$ cat config.mk
export PLATFORM = sky130hd
export DESIGN_NAME = ndd_mul
export DESIGN_NICKNAME = d
export VERILOG_FILES = /design/src/hdl/ndd_pkg.sv /design/src/hdl/ndd_mul.sv
export SDC_FILE = /design/constraint.sdc
export NUM_CORES = 2
export LEC_CHECK = 0
export BUFFER_PORTS_ARGS = -buffer_cell sky130_fd_sc_hd__buf_4
export CAP_MARGIN = 10
export CORE_ASPECT_RATIO = 0.8
export CORE_MARGIN = 5
export CORE_UTILIZATION = 29
export DETAILED_ROUTE_END_ITERATION = 8
export HOLD_SLACK_MARGIN = 0.12
export SYNTH_ARGS = -nofsm -noshare
export SYNTH_HDL_FRONTEND = slang
export SYNTH_SLANG_ARGS = --single-unit
$ cat constraint.sdc
create_clock -name clk -period 19.4 [get_ports clk]
set_clock_uncertainty 0.2 [all_clocks]
set_input_delay 0.97 -clock clk [delete_from_list [all_inputs] [get_ports clk]]
set_output_delay 0.97 -clock clk [all_outputs]
set_load 0.02 [all_outputs]
$ cat src/hdl/ndd_pkg.sv
// Package: widths, request kinds, status codes and state encodings of the interpolator.
package ndd_pkg;
    localparam int MaxPoints = 16;
    localparam int FracBits  = 16;
    localparam int AddrW     = $clog2(MaxPoints);
    localparam int CntW      = $clog2(MaxPoints + 1);
    localparam int WordW     = 48;
    localparam int QuotBits  = 50 + FracBits;

    localparam logic [1:0] KIND_LOAD  = 2'd0;
    localparam logic [1:0] KIND_EVAL  = 2'd1;
    localparam logic [1:0] KIND_CLEAR = 2'd2;

    localparam logic [2:0] ST_OK   = 3'd0;
    localparam logic [2:0] ST_NONE = 3'd1;
    localparam logic [2:0] ST_REP  = 3'd2;
    localparam logic [2:0] ST_DROP = 3'd3;
    localparam logic [2:0] ST_SAT  = 3'd4;

    localparam logic signed [WordW-1:0] Pos48 = {1'b0, {(WordW-1){1'b1}}};
    localparam logic signed [WordW-1:0] Neg48 = {1'b1, {(WordW-1){1'b0}}};

    typedef enum logic [3:0] {
        S_IDLE, S_LRD, S_LWAIT, S_LDIV, S_LWR, S_LFIN,
        S_ERD, S_EWAIT, S_EMUL, S_EMWAIT, S_EADD, S_EOUT, S_OUT
    } state_t;

    // Start / done link between sequencer and divider
    typedef struct packed {
        logic                    start;
        logic signed [WordW:0]   num;
        logic signed [32:0]      den;
    } div_req_t;

    typedef struct packed {
        logic                    done;
        logic signed [WordW-1:0] quot;
        logic                    sat;
    } div_rsp_t;
endpackage

$ cat src/hdl/ndd_mul.sv
// Multi-cycle fixed-point multiplier: 48x48 via 24x24 partial products, rounded, saturated.
module ndd_mul
    import ndd_pkg::*;
(
    input  logic                    clk,
    input  logic                    rst_n,
    input  logic                    start,
    input  logic signed [WordW-1:0] a,
    input  logic signed [WordW-1:0] b,
    output logic                    done,
    output logic signed [WordW-1:0] prod,
    output logic                    sat
);
    logic [47:0] x_reg, y_reg;
    logic        neg_reg;
    logic [2:0]  ph_reg;
    logic        busy_reg, done_reg;
    logic [95:0] acc_reg;
    logic [47:0] pp_reg;
    logic [23:0] xa, yb;
    logic [96:0] rnd;
    logic [48:0] m;
    logic [6:0]  sh;

    // Four partial products, one per cycle, then accumulated
    always_comb
    begin
        case (ph_reg[1:0])
            2'd0:    begin xa = x_reg[23:0];  yb = y_reg[23:0];  sh = 7'd0;  end
            2'd1:    begin xa = x_reg[47:24]; yb = y_reg[23:0];  sh = 7'd24; end
            2'd2:    begin xa = x_reg[23:0];  yb = y_reg[47:24]; sh = 7'd24; end
            default: begin xa = x_reg[47:24]; yb = y_reg[47:24]; sh = 7'd48; end
        endcase
    end

    logic [6:0] sh_reg;
    logic       pv_reg;

    always_ff @(posedge clk or negedge rst_n)
    begin
        if (!rst_n)
        begin
            busy_reg <= 1'b0;
            done_reg <= 1'b0;
            pv_reg   <= 1'b0;
            ph_reg   <= '0;
        end
        else
        begin
            done_reg <= 1'b0;
            if (start)
            begin
                busy_reg <= 1'b1;
                ph_reg   <= '0;
                pv_reg   <= 1'b0;
            end
            else if (busy_reg)
            begin
                pv_reg <= (ph_reg < 3'd4);
                if (ph_reg == 3'd4)
                begin
                    busy_reg <= 1'b0;
                    done_reg <= 1'b1;
                end
                else
                    ph_reg <= ph_reg + 1'b1;
            end
        end
    end

    always_ff @(posedge clk)
    begin
        if (start)
        begin
            x_reg   <= a[WordW-1] ? 48'(-a) : 48'(a);
            y_reg   <= b[WordW-1] ? 48'(-b) : 48'(b);
            neg_reg <= a[WordW-1] ^ b[WordW-1];
            acc_reg <= '0;
        end
        else
        begin
            pp_reg <= xa * yb;
            sh_reg <= sh;
            if (pv_reg)
                acc_reg <= acc_reg + (96'(pp_reg) << sh_reg);
        end
    end

    // Round half away (on magnitude), shift, saturate
    always_comb
    begin
        rnd  = 97'(acc_reg) + (97'd1 << (FracBits - 1));
        m    = (rnd[96:FracBits+48] != '0) ? (49'd1 << 48) : rnd[FracBits+48:FracBits];
        done = done_reg;
        sat  = 1'b0;
        if (neg_reg)
        begin
            if (m > (49'd1 << 47))
            begin
                sat  = 1'b1;
                prod = Neg48;
            end
            else
                prod = WordW'(-m);
        end
        else if (m > 49'(Pos48))
        begin
            sat  = 1'b1;
            prod = Pos48;
        end
        else
            prod = WordW'(m);
    end
endmodule

== Word-level counts from Yosys, hierarchy flattened ==
Cells that the tools add are included.
Operators by class
  eq/ne operators: 4
  order comparisons: 3
  multiply operators: 1
  div/mod/pow operators: 0
  multiplexer cells: 23
  $add $sub $neg: 6
  reductions and logical operators: 7
  bitwise logic cells: 1
  shift operators: 1
Operators by type and width (count)
  $mux 48: 3
  $neg 48->48: 3
  $add 96x16->97 const B: 1
  $add 96x96->96: 1
  $shl 48x7->96: 1
  $mux 47: 2
  $gt 49x47->1 const B: 1
  $gt 49x48->1 const B: 1
  $mux 49: 1
  $mul 24x24->48: 1
  $mux 24: 2
  $reduce_bool 33->1: 1
  $pmux 6 s2: 1
  $mux 1: 11
  $mux 3: 3
  $reduce_or 2->1: 3
  $add 3x1->3 const B: 1
  $eq 3x3->1 const B: 1
  $lt 3x3->1 const B: 1
  $eq 2x1->1 const B: 1
  $eq 2x2->1 const B: 1
  $logic_not 2->1: 1
  $ne 2x2->1 const B: 1
  $reduce_and 2->1: 1
  2 further kinds: 2
Storage, ports and cells
  bits in writable memories: 0
  bits of input ports: 99
  output and inout port bits: 50
  memories kept: 0
  bits in latches: 0
  ROM bits: 0
  register bits after elaboration: 254

== Logic depth before layout (Yosys ltp) ==
  depth in word-level cells: 6
  depth in mapped cells: 33

== Least setup slack after synthesis ==
Ideal clock, no wire load.
  path kind: register to register
  from: register ph_reg[0]
  to: register pp_reg[46], data pin
  setup slack: 10211 ps
  arrival time: 8725 ps
  library setup time: 264 ps
  cell stages (with the launch flop): 34
  data required time: 18936 ps
  cell sequence: dfrtp_1 inv_1 ha_1 nor2_1 buf_1 clkbuf_1 mux2i_1 clkbuf_1 nor2_1 fa_1 inv_1 fa_1 inv_1 fa_1 ha_1 inv_1 fa_1 inv_1 fa_1 inv_1 fa_1 inv_1 ha_1 a2111o_1 a311oi_1 a2111oi_0 o311ai_0 a21oi_1 o221ai_1 a21oi_1 a41o_1 a221o_1 a221oi_1 xnor2_1
On the way
  cells in the longest elaborated chain, start to end: 4
RTL lines
  start, declared: line ndd_mul.sv:16  | logic [2:0] ph_reg;
  start signal, assigned: line ndd_mul.sv:66  | ph_reg <= ph_reg + 1'b1;
  $eq 2x2->1, or another cell as far along: line ndd_mul.sv:28  | case (ph_reg[1:0])
  $reduce_or 2->1 (no source line)
  $mux 24: line ndd_mul.sv:28
  $mul 24x24->48 (*): line ndd_mul.sv:82  | pp_reg <= xa * yb;
  end signal, assigned: line ndd_mul.sv:82
  end, declared: line ndd_mul.sv:19  | logic [47:0] pp_reg;
Every way passes the cells marked *; elsewhere a longest branch is shown, timed or not.
A chain may end at the register's enable or synchronous reset.

== Worst setup path in the final report ==
Ends and elaborated chain as after synthesis.

==> impl_metrics.env <==
export IMPL_status="finished, final reports clean"
export IMPL_post_cts_setup_buffers=0
export IMPL_wirelength_um=136000
export IMPL_slowest_delay_ns=1.03
export IMPL_reg2reg_from="ph_reg[0]"
export IMPL_synth_edff_count=148
export IMPL_crit_path_end_kind="register"
export IMPL_drv_slew=0
export IMPL_crit_path_frequent_cell="inv_1"
export IMPL_r2r_cells=31
export IMPL_dpl_hpwl_um=110000
export IMPL_design_core_area_um2=139000
export IMPL_ys_top_cells_by_area="fa_1 24%, edfxtp_1 11%, ha_1 8.6%"
export IMPL_synthCells=4863
export IMPL_hold_buffers=1
export IMPL_cts_tree="yes"
export IMPL_worstSetupPathType="register to register"
export IMPL_largest_reg_flops=96
export IMPL_ios=149
export IMPL_async_flop_share_pct=2.40
export IMPL_synth_seq_cells=250
export IMPL_num_rows=122
export IMPL_avgSynthCellArea_um2=8.36
export IMPL_yosysTopAreaCellShare_pct=23.8
export IMPL_wl_per_cell_um=20.2
export IMPL_multi_input_area_um2=30900
export IMPL_slew_headroom_pct=18.8
export IMPL_maxCapViolations=0
export IMPL_r2r_end="pp_reg[46]"
export IMPL_seq_area_um2=6520
export IMPL_grt_pass1_wl_um=208000
export IMPL_die_width_um=429
export IMPL_synth_area_um2=40600
export IMPL_fmax_mhz=96.2
export IMPL_fin_tns_setup_ns=0
export IMPL_vias=35200
export IMPL_cts_resized=0
export IMPL_grt_max_degree=77
export IMPL_rsz0062_at_grt="false"
export IMPL_ys_warn_count=0
export IMPL_cp_max_fo=48
export IMPL_clkSlewWorstSetupHoldPaths_ns=0.06
export IMPL_cts_root_buf="clkbuf_16"
export IMPL_drc=0
export IMPL_first_pass_iters=6
export IMPL_hold_viol=0
export IMPL_antenna_found_initial=3
export IMPL_postRouteAntennaNets=0
export IMPL_setup_viol=0
export IMPL_area_growth_pct=9.72
export IMPL_drt_iter0_drc=3425
export IMPL_regToRegSetupSlack_ns=9.00
export IMPL_fillCellCount=14600
export IMPL_grt_usage_pct=17.9
export IMPL_hp_class="register to register"
export IMPL_hold_depth=2
export IMPL_die_area_um2=148000
export IMPL_clk_latency_ns=0.64
export IMPL_hold_end="acc_reg[10]"
export IMPL_synth_seq_area_share_pct=16.0
export IMPL_cp_required_ns=19.53
export IMPL_drive_gt1_share_pct=7.77
export IMPL_ys_flop_type="edfxtp_1"
export IMPL_startpoint="ph_reg[0]"
export IMPL_finalNetCount=5721
export IMPL_gp_congestion=0.955
export IMPL_port_buffers=148
export IMPL_syn_nets=5724
export IMPL_start_util_pct=29.3
export IMPL_critPathSlowestCell="mux2i_2"
export IMPL_cp_data_arrival_time_ns=10.53
export IMPL_grt_overflow_total=0
export IMPL_cp_start_kind="register"
export IMPL_worst_path_buf_inv=8
export IMPL_cts_sinks=250
export IMPL_fin_crit_ns=10.40
export IMPL_numCtsBuffers=28
export IMPL_whs_ns=0.295
export IMPL_grt_pass1_vias=34300
export IMPL_viasPerCell=5.23
export IMPL_fin_crit_sh_pct=53.6
export IMPL_fin_util_pct=32.1
export IMPL_path_delay_family="adder cells"
export IMPL_holdCritStartpoint="acc_reg[10]"
export IMPL_worst_pin_slew_ns=1.18
export IMPL_synth_top_area_cell="fa_1"
export IMPL_clk_path_buf_depth=3
export IMPL_ctsHtreeMaxLevel=1
export IMPL_die_y_um=345
export IMPL_synth_cell_type_count=86
## Yosys cell counts (36+ instances only)
| master | instances |
|---|---|
| mux2i_1 | 125 |
| or3_1 | 41 |
| nand2_1 | 511 |
| a21oi_1 | 201 |
| o31ai_1 | 37 |
| xnor2_1 | 212 |
| nand4_1 | 80 |
| nor3_1 | 66 |
| mux2_2 | 75 |
| inv_1 | 630 |
| nor4_1 | 45 |
| o21a_1 | 40 |
| nand3_1 | 102 |
| ha_1 | 279 |
| dfxtp_1 | 96 |
| nor2_1 | 603 |
| xor2_1 | 78 |
| o21ai_0 | 147 |
| o22ai_1 | 41 |
| fa_1 | 483 |
| and2_1 | 36 |
| a21o_1 | 85 |
| edfxtp_1 | 148 |
| clkbuf_1 | 205 |
## worst max path at each step
stage / endpoint / cells after the start
2_1_floorplan: pp_reg[46] / 33
3_3_place_gp: pp_reg[46] / 31
3_5_place_dp: pp_reg[46] / 31
4_1_cts: pp_reg[46] / 31
5_1_grt: pp_reg[44] / 30
6_report: pp_reg[46] / 31
## cell usage in the layout (no fill, tap or decap), drive strengths merged, types with 25 or more instances in the layout
cell type / count
nand4: 81
fa: 483
clkbuf: 32
nand2: 511
and3: 35
buf: 203
nor2: 604
o21ai: 159
xor2: 78
mux2i: 125
mux2: 75
o31ai: 37
or4: 33
nand2b: 28
nand3: 102
or3: 41
a21oi: 201
o22ai: 41
edfxtp: 148
o21a: 40
o21bai: 32
nor3: 69
dfxtp: 96
inv: 632
xnor2: 212
a21o: 85
ha: 279
nor4: 46
a211oi: 25
and2: 36
## kinds of logic after synthesis
group / Yosys count / share of synthesized area (%)
xor+xnor: 290 / 6.25
mux: 200 / 5.16
buf+inv: 869 / 8.12
compound gates: 808 / 13.0
flops: 250 / 16.0
fa+ha+maj: 762 / 32.4
simple gates: 1684 / 19.1
## per-layer routing
| layer | routed length [µm] | track usage [%] | vias to the layer above |
|---|---|---|---|
| met1 | 62500 | 25.8 | 17100 |
| met4 | 3820 | 4.45 | 4 |
| li1 | - | - | 16300 |
| met2 | 54600 | 25.6 | 1594 |
| met3 | 15200 | 5.97 | 210 |
| met5 | 55 | 0.225 | - |
## per-stage QoR
step | worst slack (ns) | cells | instance area (µm²)
global placement | 9.31 | 6689 | 43600
finish | 9.00 | 6741 | 44600
CTS | 9.04 | 6740 | 44600
detailed placement | 9.11 | 6689 | 43600
global route | 8.51 | 6740 | 44600
floorplan | 10.21 | 4863 | 40600
## worst min-delay path: stages (launching register included)
cell	delay, ns
dfxtp_1	0.32
nor2_1	0.08
a211oi_1	0.05
## layout make-up
type | instances | area share, %
antenna | 1 | 0.00561
clock buffer | 32 | 1.65
clock inverter | 18 | 0.494
inverter | 632 | 5.32
multi-input combinational | 3744 | 69.2
sequential | 250 | 14.6
tap | 1860 | 5.22
timing repair buffer | 204 | 3.45
Power is not shown: default switching activity piles up to over one toggle a cycle in this logic, so the estimate is an artifact.
