$ cat src/hdl/ndd_pkg.sv
// Package: widths, request kinds, status codes and state encodings of the interpolator.
package ndd_pkg;
    localparam int MaxPoints = 16;
    localparam int FracBits  = 16;
    localparam int AddrW     = $clog2(MaxPoints);
    localparam int CntW      = $clog2(MaxPoints + 1);
    localparam int WordW     = 48;
    localparam int QuotBits  = 50 + FracBits;

    localparam logic [1:0] KIND_LOAD  = 2'd0;
    localparam logic [1:0] KIND_EVAL  = 2'd1;
    localparam logic [1:0] KIND_CLEAR = 2'd2;

    localparam logic [2:0] ST_OK   = 3'd0;
    localparam logic [2:0] ST_NONE = 3'd1;
    localparam logic [2:0] ST_REP  = 3'd2;
    localparam logic [2:0] ST_DROP = 3'd3;
    localparam logic [2:0] ST_SAT  = 3'd4;

    localparam logic signed [WordW-1:0] Pos48 = {1'b0, {(WordW-1){1'b1}}};
    localparam logic signed [WordW-1:0] Neg48 = {1'b1, {(WordW-1){1'b0}}};

    typedef enum logic [3:0] {
        S_IDLE, S_LRD, S_LWAIT, S_LDIV, S_LWR, S_LFIN,
        S_ERD, S_EWAIT, S_EMUL, S_EMWAIT, S_EADD, S_EOUT, S_OUT
    } state_t;

    // Start / done link between sequencer and divider
    typedef struct packed {
        logic                    start;
        logic signed [WordW:0]   num;
        logic signed [32:0]      den;
    } div_req_t;

    typedef struct packed {
        logic                    done;
        logic signed [WordW-1:0] quot;
        logic                    sat;
    } div_rsp_t;
endpackage

$ cat src/hdl/ndd_div.sv
// Restoring bit-serial divider: (num << FracBits) / den, truncated, saturated to 48 bits.
module ndd_div
    import ndd_pkg::*;
(
    input  logic     clk,
    input  logic     rst_n,
    input  div_req_t req,
    output div_rsp_t rsp
);
    localparam int IdxW = $clog2(QuotBits + 1);
    localparam logic [49:0] Lim = 50'd1 << 48;
    localparam logic [49:0] NegLim = 50'd1 << 47;

    logic [IdxW-1:0]  idx_reg, idx_next;
    logic             busy_reg, busy_next;
    logic [49:0]      n_reg, n_next;
    logic [33:0]      d_reg, d_next;
    logic [34:0]      r_reg, r_next;
    logic [49:0]      q_reg, q_next;
    logic             neg_reg, neg_next;
    logic             done_reg, done_next;
    logic [34:0]      r_sh;
    logic [49:0]      q_sh;
    logic             nbit;
    logic [IdxW-1:0]  fi;

    // One quotient bit per cycle
    always_comb
    begin
        idx_next  = idx_reg;
        busy_next = busy_reg;
        n_next    = n_reg;
        d_next    = d_reg;
        r_next    = r_reg;
        q_next    = q_reg;
        neg_next  = neg_reg;
        done_next = 1'b0;
        fi        = IdxW'(FracBits);
        nbit      = (idx_reg >= fi) ? n_reg[6'(idx_reg - fi)] : 1'b0;
        r_sh      = {r_reg[33:0], nbit};
        q_sh      = {q_reg[48:0], 1'b0};
        if (req.start)
        begin
            busy_next = 1'b1;
            idx_next  = IdxW'(QuotBits - 1);
            n_next    = req.num[WordW] ? 50'(-req.num) : 50'(req.num);
            d_next    = req.den[32] ? 34'(-req.den) : 34'(req.den);
            neg_next  = req.num[WordW] ^ req.den[32];
            r_next    = '0;
            q_next    = '0;
        end
        else if (busy_reg)
        begin
            if (r_sh >= {1'b0, d_reg})
            begin
                r_next = r_sh - {1'b0, d_reg};
                q_sh   = q_sh | 50'd1;
            end
            else
                r_next = r_sh;
            q_next = (q_sh > Lim) ? Lim : q_sh;
            if (idx_reg == '0)
            begin
                busy_next = 1'b0;
                done_next = 1'b1;
            end
            else
                idx_next = idx_reg - 1'b1;
        end
    end

    always_ff @(posedge clk or negedge rst_n)
    begin
        if (!rst_n)
        begin
            busy_reg <= 1'b0;
            done_reg <= 1'b0;
        end
        else
        begin
            busy_reg <= busy_next;
            done_reg <= done_next;
        end
    end

    always_ff @(posedge clk)
    begin
        idx_reg <= idx_next;
        n_reg   <= n_next;
        d_reg   <= d_next;
        r_reg   <= r_next;
        q_reg   <= q_next;
        neg_reg <= neg_next;
    end

    // Sign and saturation
    always_comb
    begin
        rsp.done = done_reg;
        rsp.sat  = 1'b0;
        if (neg_reg)
        begin
            if (q_reg > NegLim)
            begin
                rsp.sat  = 1'b1;
                rsp.quot = Neg48;
            end
            else
                rsp.quot = WordW'(-q_reg);
        end
        else if (q_reg > 50'(Pos48))
        begin
            rsp.sat  = 1'b1;
            rsp.quot = Pos48;
        end
        else
            rsp.quot = WordW'(q_reg);
    end
endmodule

$ cat config.mk
export PLATFORM = sky130hd
export DESIGN_NAME = ndd_div
export DESIGN_NICKNAME = d
export VERILOG_FILES = /design/src/hdl/ndd_pkg.sv /design/src/hdl/ndd_div.sv
export SDC_FILE = /design/constraint.sdc
export NUM_CORES = 1
export LEC_CHECK = 0
export BUFFER_PORTS_ARGS = -buffer_cell sky130_fd_sc_hd__buf_2
export CORE_MARGIN = 5
export CORE_UTILIZATION = 55
export CTS_CLUSTER_SIZE = 24
export DETAILED_ROUTE_END_ITERATION = 8
export PLACE_DENSITY = 0.76
export SLEW_MARGIN = 20
export SYNTH_ARGS = -nofsm -noshare
export SYNTH_HDL_FRONTEND = slang
export SYNTH_SLANG_ARGS = --single-unit
$ cat constraint.sdc
create_clock -name clk -period 5.4 [get_ports clk]
set_input_delay 1.08 -clock clk [delete_from_list [all_inputs] [get_ports clk]]
set_output_delay 1.08 -clock clk [all_outputs]
set_load 0.03 [all_outputs]
==> Word-level counts from Yosys, hierarchy flattened <==
Cells that the tools add are included.
Widths: inputs -> output; s select.
{ "totals": {"register_bits": 178, "out_inout_bits": 50} }
{ "classes": {"magnitude_cmp": 6, "add_sub_neg": 6, "bitwise_logic": 2, "reduce_logical": 2, "n_mux": 21} }
{ "ops": {"columns": ["cell", "count"], "rows": [
  ["$mux 50", 3],
  ["$mux 48", 3],
  ["$gt 50x47->1 const B", 1],
  ["$gt 50x48->1 const B", 1],
  ["$gt 50x49->1 const B", 1],
  ["$neg 49->50", 1],
  ["$mux 49", 1],
  ["$neg 48->48", 1],
  ["$ge 35x34->1", 1],
  ["$mux 34", 1],
  ["$neg 33->34", 1],
  ["$sub 34x34->34", 1],
  ["$mux 32", 1],
  ["$mux 1", 11],
  ["$ge 7x5->1 const B", 1],
  ["$logic_not 7->1", 1],
  ["$lt 6x7->1 const B", 1],
  ["$sub 7x1->7 const B", 1],
  ["$bmux 1 s6", 1],
  ["$sub 6x5->6 const B", 1],
  ["$reduce_and 2->1", 1],
  ["$not 1->1", 1],
  ["$xor 1x1->1", 1]
]} }

==> Depth between registers and ports, before layout <==
Gate-level depths: netlist (run 1).
{ "logic_depth": {"word_depth": 10, "ltp_mapped": 19, "ltp_nobuf": 17} }

==> Worst setup path before layout (run 1) <==
OpenSTA, ideal clock, no wires.
{ "synth_path": {"path_type": "flip-flop to flip-flop", "from": "register idx_reg[0]", "to": "register r_reg[19]", "setup_ns": 0.137, "n_path_buf": 4, "synth_period_minus_slack_ns": 4.967, "arrival_ns": 4.829, "setup_slack_ns": 0.433, "stages_incl_launch_ff": 19, "path_cell_list": "dfxtp_1 > clkbuf_1 > buf_1 > mux4_2 > mux4_2 > nand3_1 > a31o_2 > ha_1 > nand3b_1 > a2111oi_0 > nor2_1 > o21bai_1 > a211oi_2 > o21ai_0 > a2111oi_2 > buf_2 > buf_2 > mux2i_1 > a211oi_1"} }
{ "synth_via": {"elab_chain_len": 6, "word_cells_on_any_way": 8, "cone_classes": "2 x add/sub; 2 x order compare; 4 x mux"} }
{ "synth_rtl": {"columns": ["element", "line", "text"], "rows": [
  ["start, declared", "ndd_div.sv:14", "logic [IdxW-1:0] idx_reg, idx_next;"],
  ["start signal, assigned", "ndd_div.sv:88", "idx_reg <= idx_next;"],
  ["$sub 6x5->6", "ndd_div.sv:39", "nbit = (idx_reg >= fi) ? n_reg[6'(idx_reg - fi)] : 1'b0;"],
  ["$bmux 1 s6", "ndd_div.sv:39", null],
  ["$mux 1 (not written as such)", "ndd_div.sv:39", null],
  ["$mux 1 *", "ndd_div.sv:39", null],
  ["$sub 34x34->34 or $ge 35x34->1 (tied branches)", "ndd_div.sv:56, ndd_div.sv:54", null],
  ["$mux 34 *", "ndd_div.sv:54", "if (r_sh >= {1'b0, d_reg})"],
  ["end signal, assigned", "ndd_div.sv:91", "r_reg <= r_next;"],
  ["end, declared", "ndd_div.sv:18", "logic [34:0] r_reg, r_next;"]
]} }
Every way passes the cells marked *; elsewhere a longest branch is shown, timed or not. The select of a mux whose other input is x is not followed.
A chain may end at the register's enable or synchronous reset.

==> impl_metrics.csv, run 1 <==
group,metric,value,unit
route,routed-wl-met2,12.3,mm
setup_path,reg2reg_slack,0.39,ns
setup_path,end_kind,"primary output",
pwr,power_density,505,nW/um^2
sta,fin_crit_sh,95.1,%
global_routing,antenna_found_initial,1,
clock_network,clock_sinks,178,
clock_network,clk_path_buf_depth,2,
yosys,synthCells,1318,
finish,final_cells,1682,
sta,worstMarginPinSlew,0.831,ns
sta,setup_violations,0,
yosys,async_reset_ff_share,1.12,%
floorplanning,io-pin-count,135,
placed_design,place_ws,0.479,ns
yosys,synth_seq_area_share,37.4,%
clock_network,ctsResizeCount,0,
sta,fin_ws,0.265,ns
global_routing,grt_pass1_wl,46.1,mm
route,vias,10200,
clock_network,hold_buffers,0,
sta,timing.final.crit_period,5.14,ns
clock_network,insertion_delay,0.44,ns
placed_design,portBuffers,134,
setup_path,worstSetupPathType,"flip-flop to primary output",
sta,hold_viol,0,
yosys,synthFlopType,"dfxtp_1",
setup_path,slowest_delay,0.61,ns
yosys,post-synth-top-area-cell,"edfxtp_1",
yosys,netlist_area,11800,sq um
global_routing,grt_usage,22.5,%
pwr,leakage,5.53,nW
setup_path,crit_buf_inv,1,
route,initialDrtViolationCount,907,
job,maxCapViolCount,0,
route,drc_errors,0,
clock_network,cts-htree-levels,4,
setup_path,r2r_end,"r_reg[32]$_SDFFE_PP0P_",
clock_network,numCtsBuffers,17,
yosys,synthTopCellsByArea,"edfxtp_1 (22%), dfxtp_1 (15%), xnor2_1 (6.7%)",
setup_path,path_cells,"nor4_4 > nand4_1 > or4_4 > or4b_4 > o31a_1 > nor3_2 > nand2_2 > o311ai_1 > buf_2",
route,wl_per_cell,16.4,um
finish,num-fill-cells,1800,
floorplanning,initial_core_util,56.1,%
sta,clock_skew,0.0160,ns
setup_path,cpLargestDelayFamily,"simple AND/OR/NAND/NOR gates",
global_routing,grt_overflow_total,0,
clock_network,ctsRootBufferMaster,"clkbuf_16",
setup_path,critPathMaxFanout,15,
floorplanning,die_area,24500,sq um
finish,final_cell_area,13200,sq um
clock_network,clkTransAtPathRegs,0.08,ns
route,avgViaCountPerCell,6.06,
floorplanning,row_count,53,
yosys,synth_enable_flop_cells,85,
yosys,yosysTopAreaCellShare,21.6,%
sta,slew_headroom,43.1,%
floorplanning,die_x,157,um
placed_design,placed_cells,1649,
setup_path,crit_arrival,4.06,ns
finish,area_growth,11.6,%
finish,layout.nets,1522,
placed_design,placed_area,12600,sq um
route,wl_met1,13.0,mm
clock_network,cts_tree,"done",
placed_design,place.gp.congestion,0.914,
yosys,yosysWarnings,0,
route,met3_length,1.85,mm
pwr,ir_drop,0.000270,V
floorplanning,die_h,157,um
global_routing,grt_max_degree,73,
setup_path,r2r_start,"idx_reg[1]$_SDFFE_PP0P_",
global_routing,grt_pass1_vias,9451,
floorplanning,coreArea,21100,sq um
yosys,synth-seq-cells,178,
route,antenna_left,0,
route,wirelength,27.6,mm
sta,max_freq,195,MHz
setup_path,rr_worst_depth,16,
finish,diodes,0,
placed_design,dp_hpwl,19.6,mm
setup_path,critPathLaunchType,"flip-flop",
setup_path,cp.required,4.32,ns
sta,rsz0062_at_grt,"no",
yosys,synth_area_per_cell,8.97,sq um
sta,fin_setup_tns,0,ns
status,outcome,"completed",
finish,final_layout_size_suffix_gt1_share,16.3,%
yosys,synth_common_cells,"nand2_1 (116), nor2_1 (114), dfxtp_1 (91), xnor2_1 (91), edfxtp_1 (85)",
route,dr.pass1.iters,5,
yosys,ys_types,81,
route,top_layer_used,"met5",
sta,maxSlewViolCount,0,
worst_hold_path,hold_class,"input port to asynchronous set/reset pin",
yosys,synth_most_common_cell,"nand2_1",
setup_path,cpMaxStageDelayCell,"or4b_4",
clock_network,postCtsSetupBuffers,0,
-- cell type report --
cell class                      count  area (sq um)  area share, %
Multi-Input combinational cell    986          6800           51.5
Sequential cell                   178          4430           33.5
Timing Repair Buffer              147           796           6.03
Clock buffer                       17           425           3.22
Tap cell                          275           344           2.61
Inverter                           64           240           1.82
Clock inverter                     15           170           1.29
-- metrics by stage --
stage / power [W] / utilization, % / hold WS (ns)
after global placement: 0.00532 / 59.7 / 0.482
after detailed placement: 0.00538 / 59.7 / 0.496
after floorplan: 0.00454 / - / 0.457
final: 0.00667 / 62.6 / 0.422
after global routing: 0.00712 / 62.6 / 0.412
after CTS: 0.00663 / 62.5 / 0.410
-- cell usage in the layout, fill, tap and decap left out, types with 42 or more instances in the layout --
master    count
a21oi_1      79
a22o_1       44
buf_2       133
dfxtp_1      91
edfxtp_1     85
ha_1         42
inv_1        64
nand2_1     116
nor2_1      113
o21ai_0      68
xnor2_1      91
-- where the power goes --
| part | leakage [nW] | internal, W | switching, W |
|---|---|---|---|
| registers | 1.59 | 0.00163 | 0.000175 |
| logic | 3.65 | 0.00140 | 0.00221 |
| clock network | 0.290 | 0.000627 | 0.000619 |
-- cells by family after synthesis --
group                      share of synthesized area (%)
and+or+nand+nor                                     17.3
AOI/OAI and AO/OA                                   21.5
DFF                                                 37.4
buffers and inverters                               5.32
xor gates and xnor gates                            8.37
muxes                                               5.43
adders and majority gates                           4.61
other                                             0.0317
-- worst max-delay path by stage --
stage,startpoint,end,slack (ns),cells after the start
after floorplan,idx_reg[0]$_SDFFE_PP1P_,r_reg[19]$_SDFFE_PP0P_,0.43,18
after global placement,idx_reg[1]$_SDFFE_PP0P_,r_reg[32]$_SDFFE_PP0P_,0.68,16
after detailed placement,idx_reg[1]$_SDFFE_PP0P_,r_reg[32]$_SDFFE_PP0P_,0.48,16
after CTS,q_reg[12]$_SDFFE_PP0P_,rsp[14],0.13,9
after global routing,idx_reg[1]$_SDFFE_PP0P_,r_reg[32]$_SDFFE_PP0P_,0.01,16
final,q_reg[12]$_SDFFE_PP0P_,rsp[44],0.26,9
-- layer usage --
layer	track usage (%)	up-vias
li1	-	5022
met1	32.6	4773
met2	34.6	350
met3	4.31	40
met4	6.28	2
met5	0	-
No activity file was read; power rests on OpenSTA's default activity.
==> inputs of run 2 (changes only) <==
==> constraint.sdc (replaced) <==
create_clock -name clk -period 5.2 [get_ports clk]
set_input_delay 1.04 -clock clk [delete_from_list [all_inputs] [get_ports clk]]
set_output_delay 1.04 -clock clk [all_outputs]
set_load 0.03 [all_outputs]
==> impl_metrics.csv, run 2 (synthesis gave the netlist of run 1 again) <==
group,metric,value,unit
status,outcome,"completed",
pwr,ir_drop,0.000228,V
finish,diodes,0,
setup_path,worstSetupPathType,"flip-flop to primary output",
sta,hold_viol,0,
sta,fin_crit_sh,97.2,%
job,maxCapViolCount,0,
placed_design,place_ws,0.185,ns
clock_network,hold_buffers,0,
route,wl_per_cell,16.7,um
route,drc_errors,0,
route,avgViaCountPerCell,6.12,
setup_path,crit_arrival,4.01,ns
pwr,leakage,5.55,nW
route,initialDrtViolationCount,872,
worst_hold_path,hold_class,"input port to asynchronous set/reset pin",
sta,max_freq,198,MHz
finish,mostFrequentLayoutCells,"buf_2 (133), nand2_1 (116), nor2_1 (113), xnor2_1 (91), dfxtp_1 (91)",
clock_network,clk_path_buf_depth,2,
clock_network,numCtsBuffers,17,
placed_design,placed_cells,1652,
clock_network,clock_sinks,178,
pwr,p_total,0.00692,W
global_routing,met3_usage,3.26,%
global_routing,busiest_layer,"met2",
sta,maxSlewViolCount,0,
sta,timing.final.crit_period,5.05,ns
global_routing,grt_pass1_wl,46.9,mm
pwr,power_density,523,nW/um^2
setup_path,cp.required,4.16,ns
clock_network,insertion_delay,0.43,ns
setup_path,rr_worst_depth,17,
floorplanning,coreArea,21100,sq um
global_routing,met2_usage,35.9,%
finish,layout_commonest_cell,"buf_2",
floorplanning,die_x,157,um
sta,rsz0062_at_grt,"yes",
placed_design,placed_area,12600,sq um
global_routing,antenna_found_initial,0,
sta,worstMarginPinSlew,1.02,ns
finish,final_layout_size_suffix_gt1_share,16.7,%
global_routing,grt_overflow_total,0,
setup_path,path_cells,"nor4_4 > nand4_1 > or4_4 > or4b_4 > o31a_1 > nor3_2 > nand2_4 > o311ai_1 > buf_2",
floorplanning,die_area,24500,sq um
route,dr.pass1.iters,5,
finish,final_util,62.8,%
route,wirelength,28.2,mm
floorplanning,row_count,53,
floorplanning,die_h,157,um
setup_path,critPathMaxFanout,15,
clock_network,postCtsSetupBuffers,0,
route,antenna_left,0,
placed_design,dp_hpwl,20.0,mm
setup_path,end_kind,"primary output",
setup_path,slowest_delay,0.61,ns
placed_design,portBuffers,134,
floorplanning,io-pin-count,135,
route,vias,10300,
global_routing,grt_pass1_vias,9655,
clock_network,cts_tree,"done",
clock_network,ctsRootBufferMaster,"clkbuf_16",
sta,slew_headroom,32.2,%
sta,setup_violations,0,
setup_path,critPathLaunchType,"flip-flop",
finish,final_cell_area,13200,sq um
global_routing,grt_usage,22.8,%
setup_path,cpMaxStageDelayCell,"or4b_4",
global_routing,grt_max_degree,76,
clock_network,cts-htree-levels,4,
placed_design,place.gp.congestion,0.911,
sta,fin_ws,0.145,ns
finish,final_cells,1685,
sta,clock_skew,0.0142,ns
global_routing,grt.met1_usage,33.4,%
finish,layout.nets,1525,
clock_network,clkTransAtPathRegs,0.08,ns
floorplanning,initial_core_util,56.1,%
finish,area_growth,11.9,%
## run 2: worst max-delay path: cells and delay by family (launching register included)
family / cells / cell delay, ns
simple gates: 6 / 2.20
flops: 1 / 0.43
buf+inv: 1 / 0.26
compound gates: 2 / 0.69
## run 2: area by class of cell
cell class / count / area [sq um]
clock buffer: 17 / 425
clock inverter: 15 / 150
fill: 1770 / 7850
inverter: 64 / 240
multi-input combinational: 986 / 6830
sequential: 178 / 4430
tap: 275 / 344
timing repair buffer: 150 / 821
## run 2: timing repair
item / CTS / global route
endpoints found under the setup margin: 5 / 21
pin swaps: 0 / 0
resized for setup: 3 / 8
hold endpoints to repair: 0 / 0
## run 2: layer usage
layer  routed length (um)  up-vias
li1                     -     5045
met1                13000     4837
met2                12800      398
met3                 2000       34
met4                  433        0
met5                    0        -
## run 2: path summary, 6_finish.rpt
path / startpoint / end / slack [ns]
worst max-delay path: q_reg[12]$_SDFFE_PP0P_ / rsp[39] / 0.15
worst min-delay path: rst_n / done_reg$_DFF_PN0_ / 0.40
worst max register to register: idx_reg[0]$_SDFFE_PP1P_ / r_reg[32]$_SDFFE_PP0P_ / 0.28
worst min register to register: r_reg[21]$_SDFFE_PP0P_ / r_reg[21]$_SDFFE_PP0P_ / 0.50
max in group asynchronous: rst_n / busy_reg$_DFF_PN0_ / 4.65
min in group clk: r_reg[21]$_SDFFE_PP0P_ / r_reg[21]$_SDFFE_PP0P_ / 0.50
## run 2: through the flow
| stage | hold slack [ns] | setup TNS, ns |
|---|---|---|
| global route | 0.394 | -0.544 |
| detailed placement | 0.497 | 0 |
| floorplan | 0.457 | 0 |
| finish | 0.405 | 0 |
| CTS | 0.395 | 0 |
| global placement | 0.485 | 0 |
## run 2: report_power, final
group          switching, W  leakage [nW]  internal, W  total [W]
clock network      0.000613         0.284     0.000645    0.00126
registers          0.000192          1.59      0.00169    0.00189
logic               0.00230          3.67      0.00147    0.00378
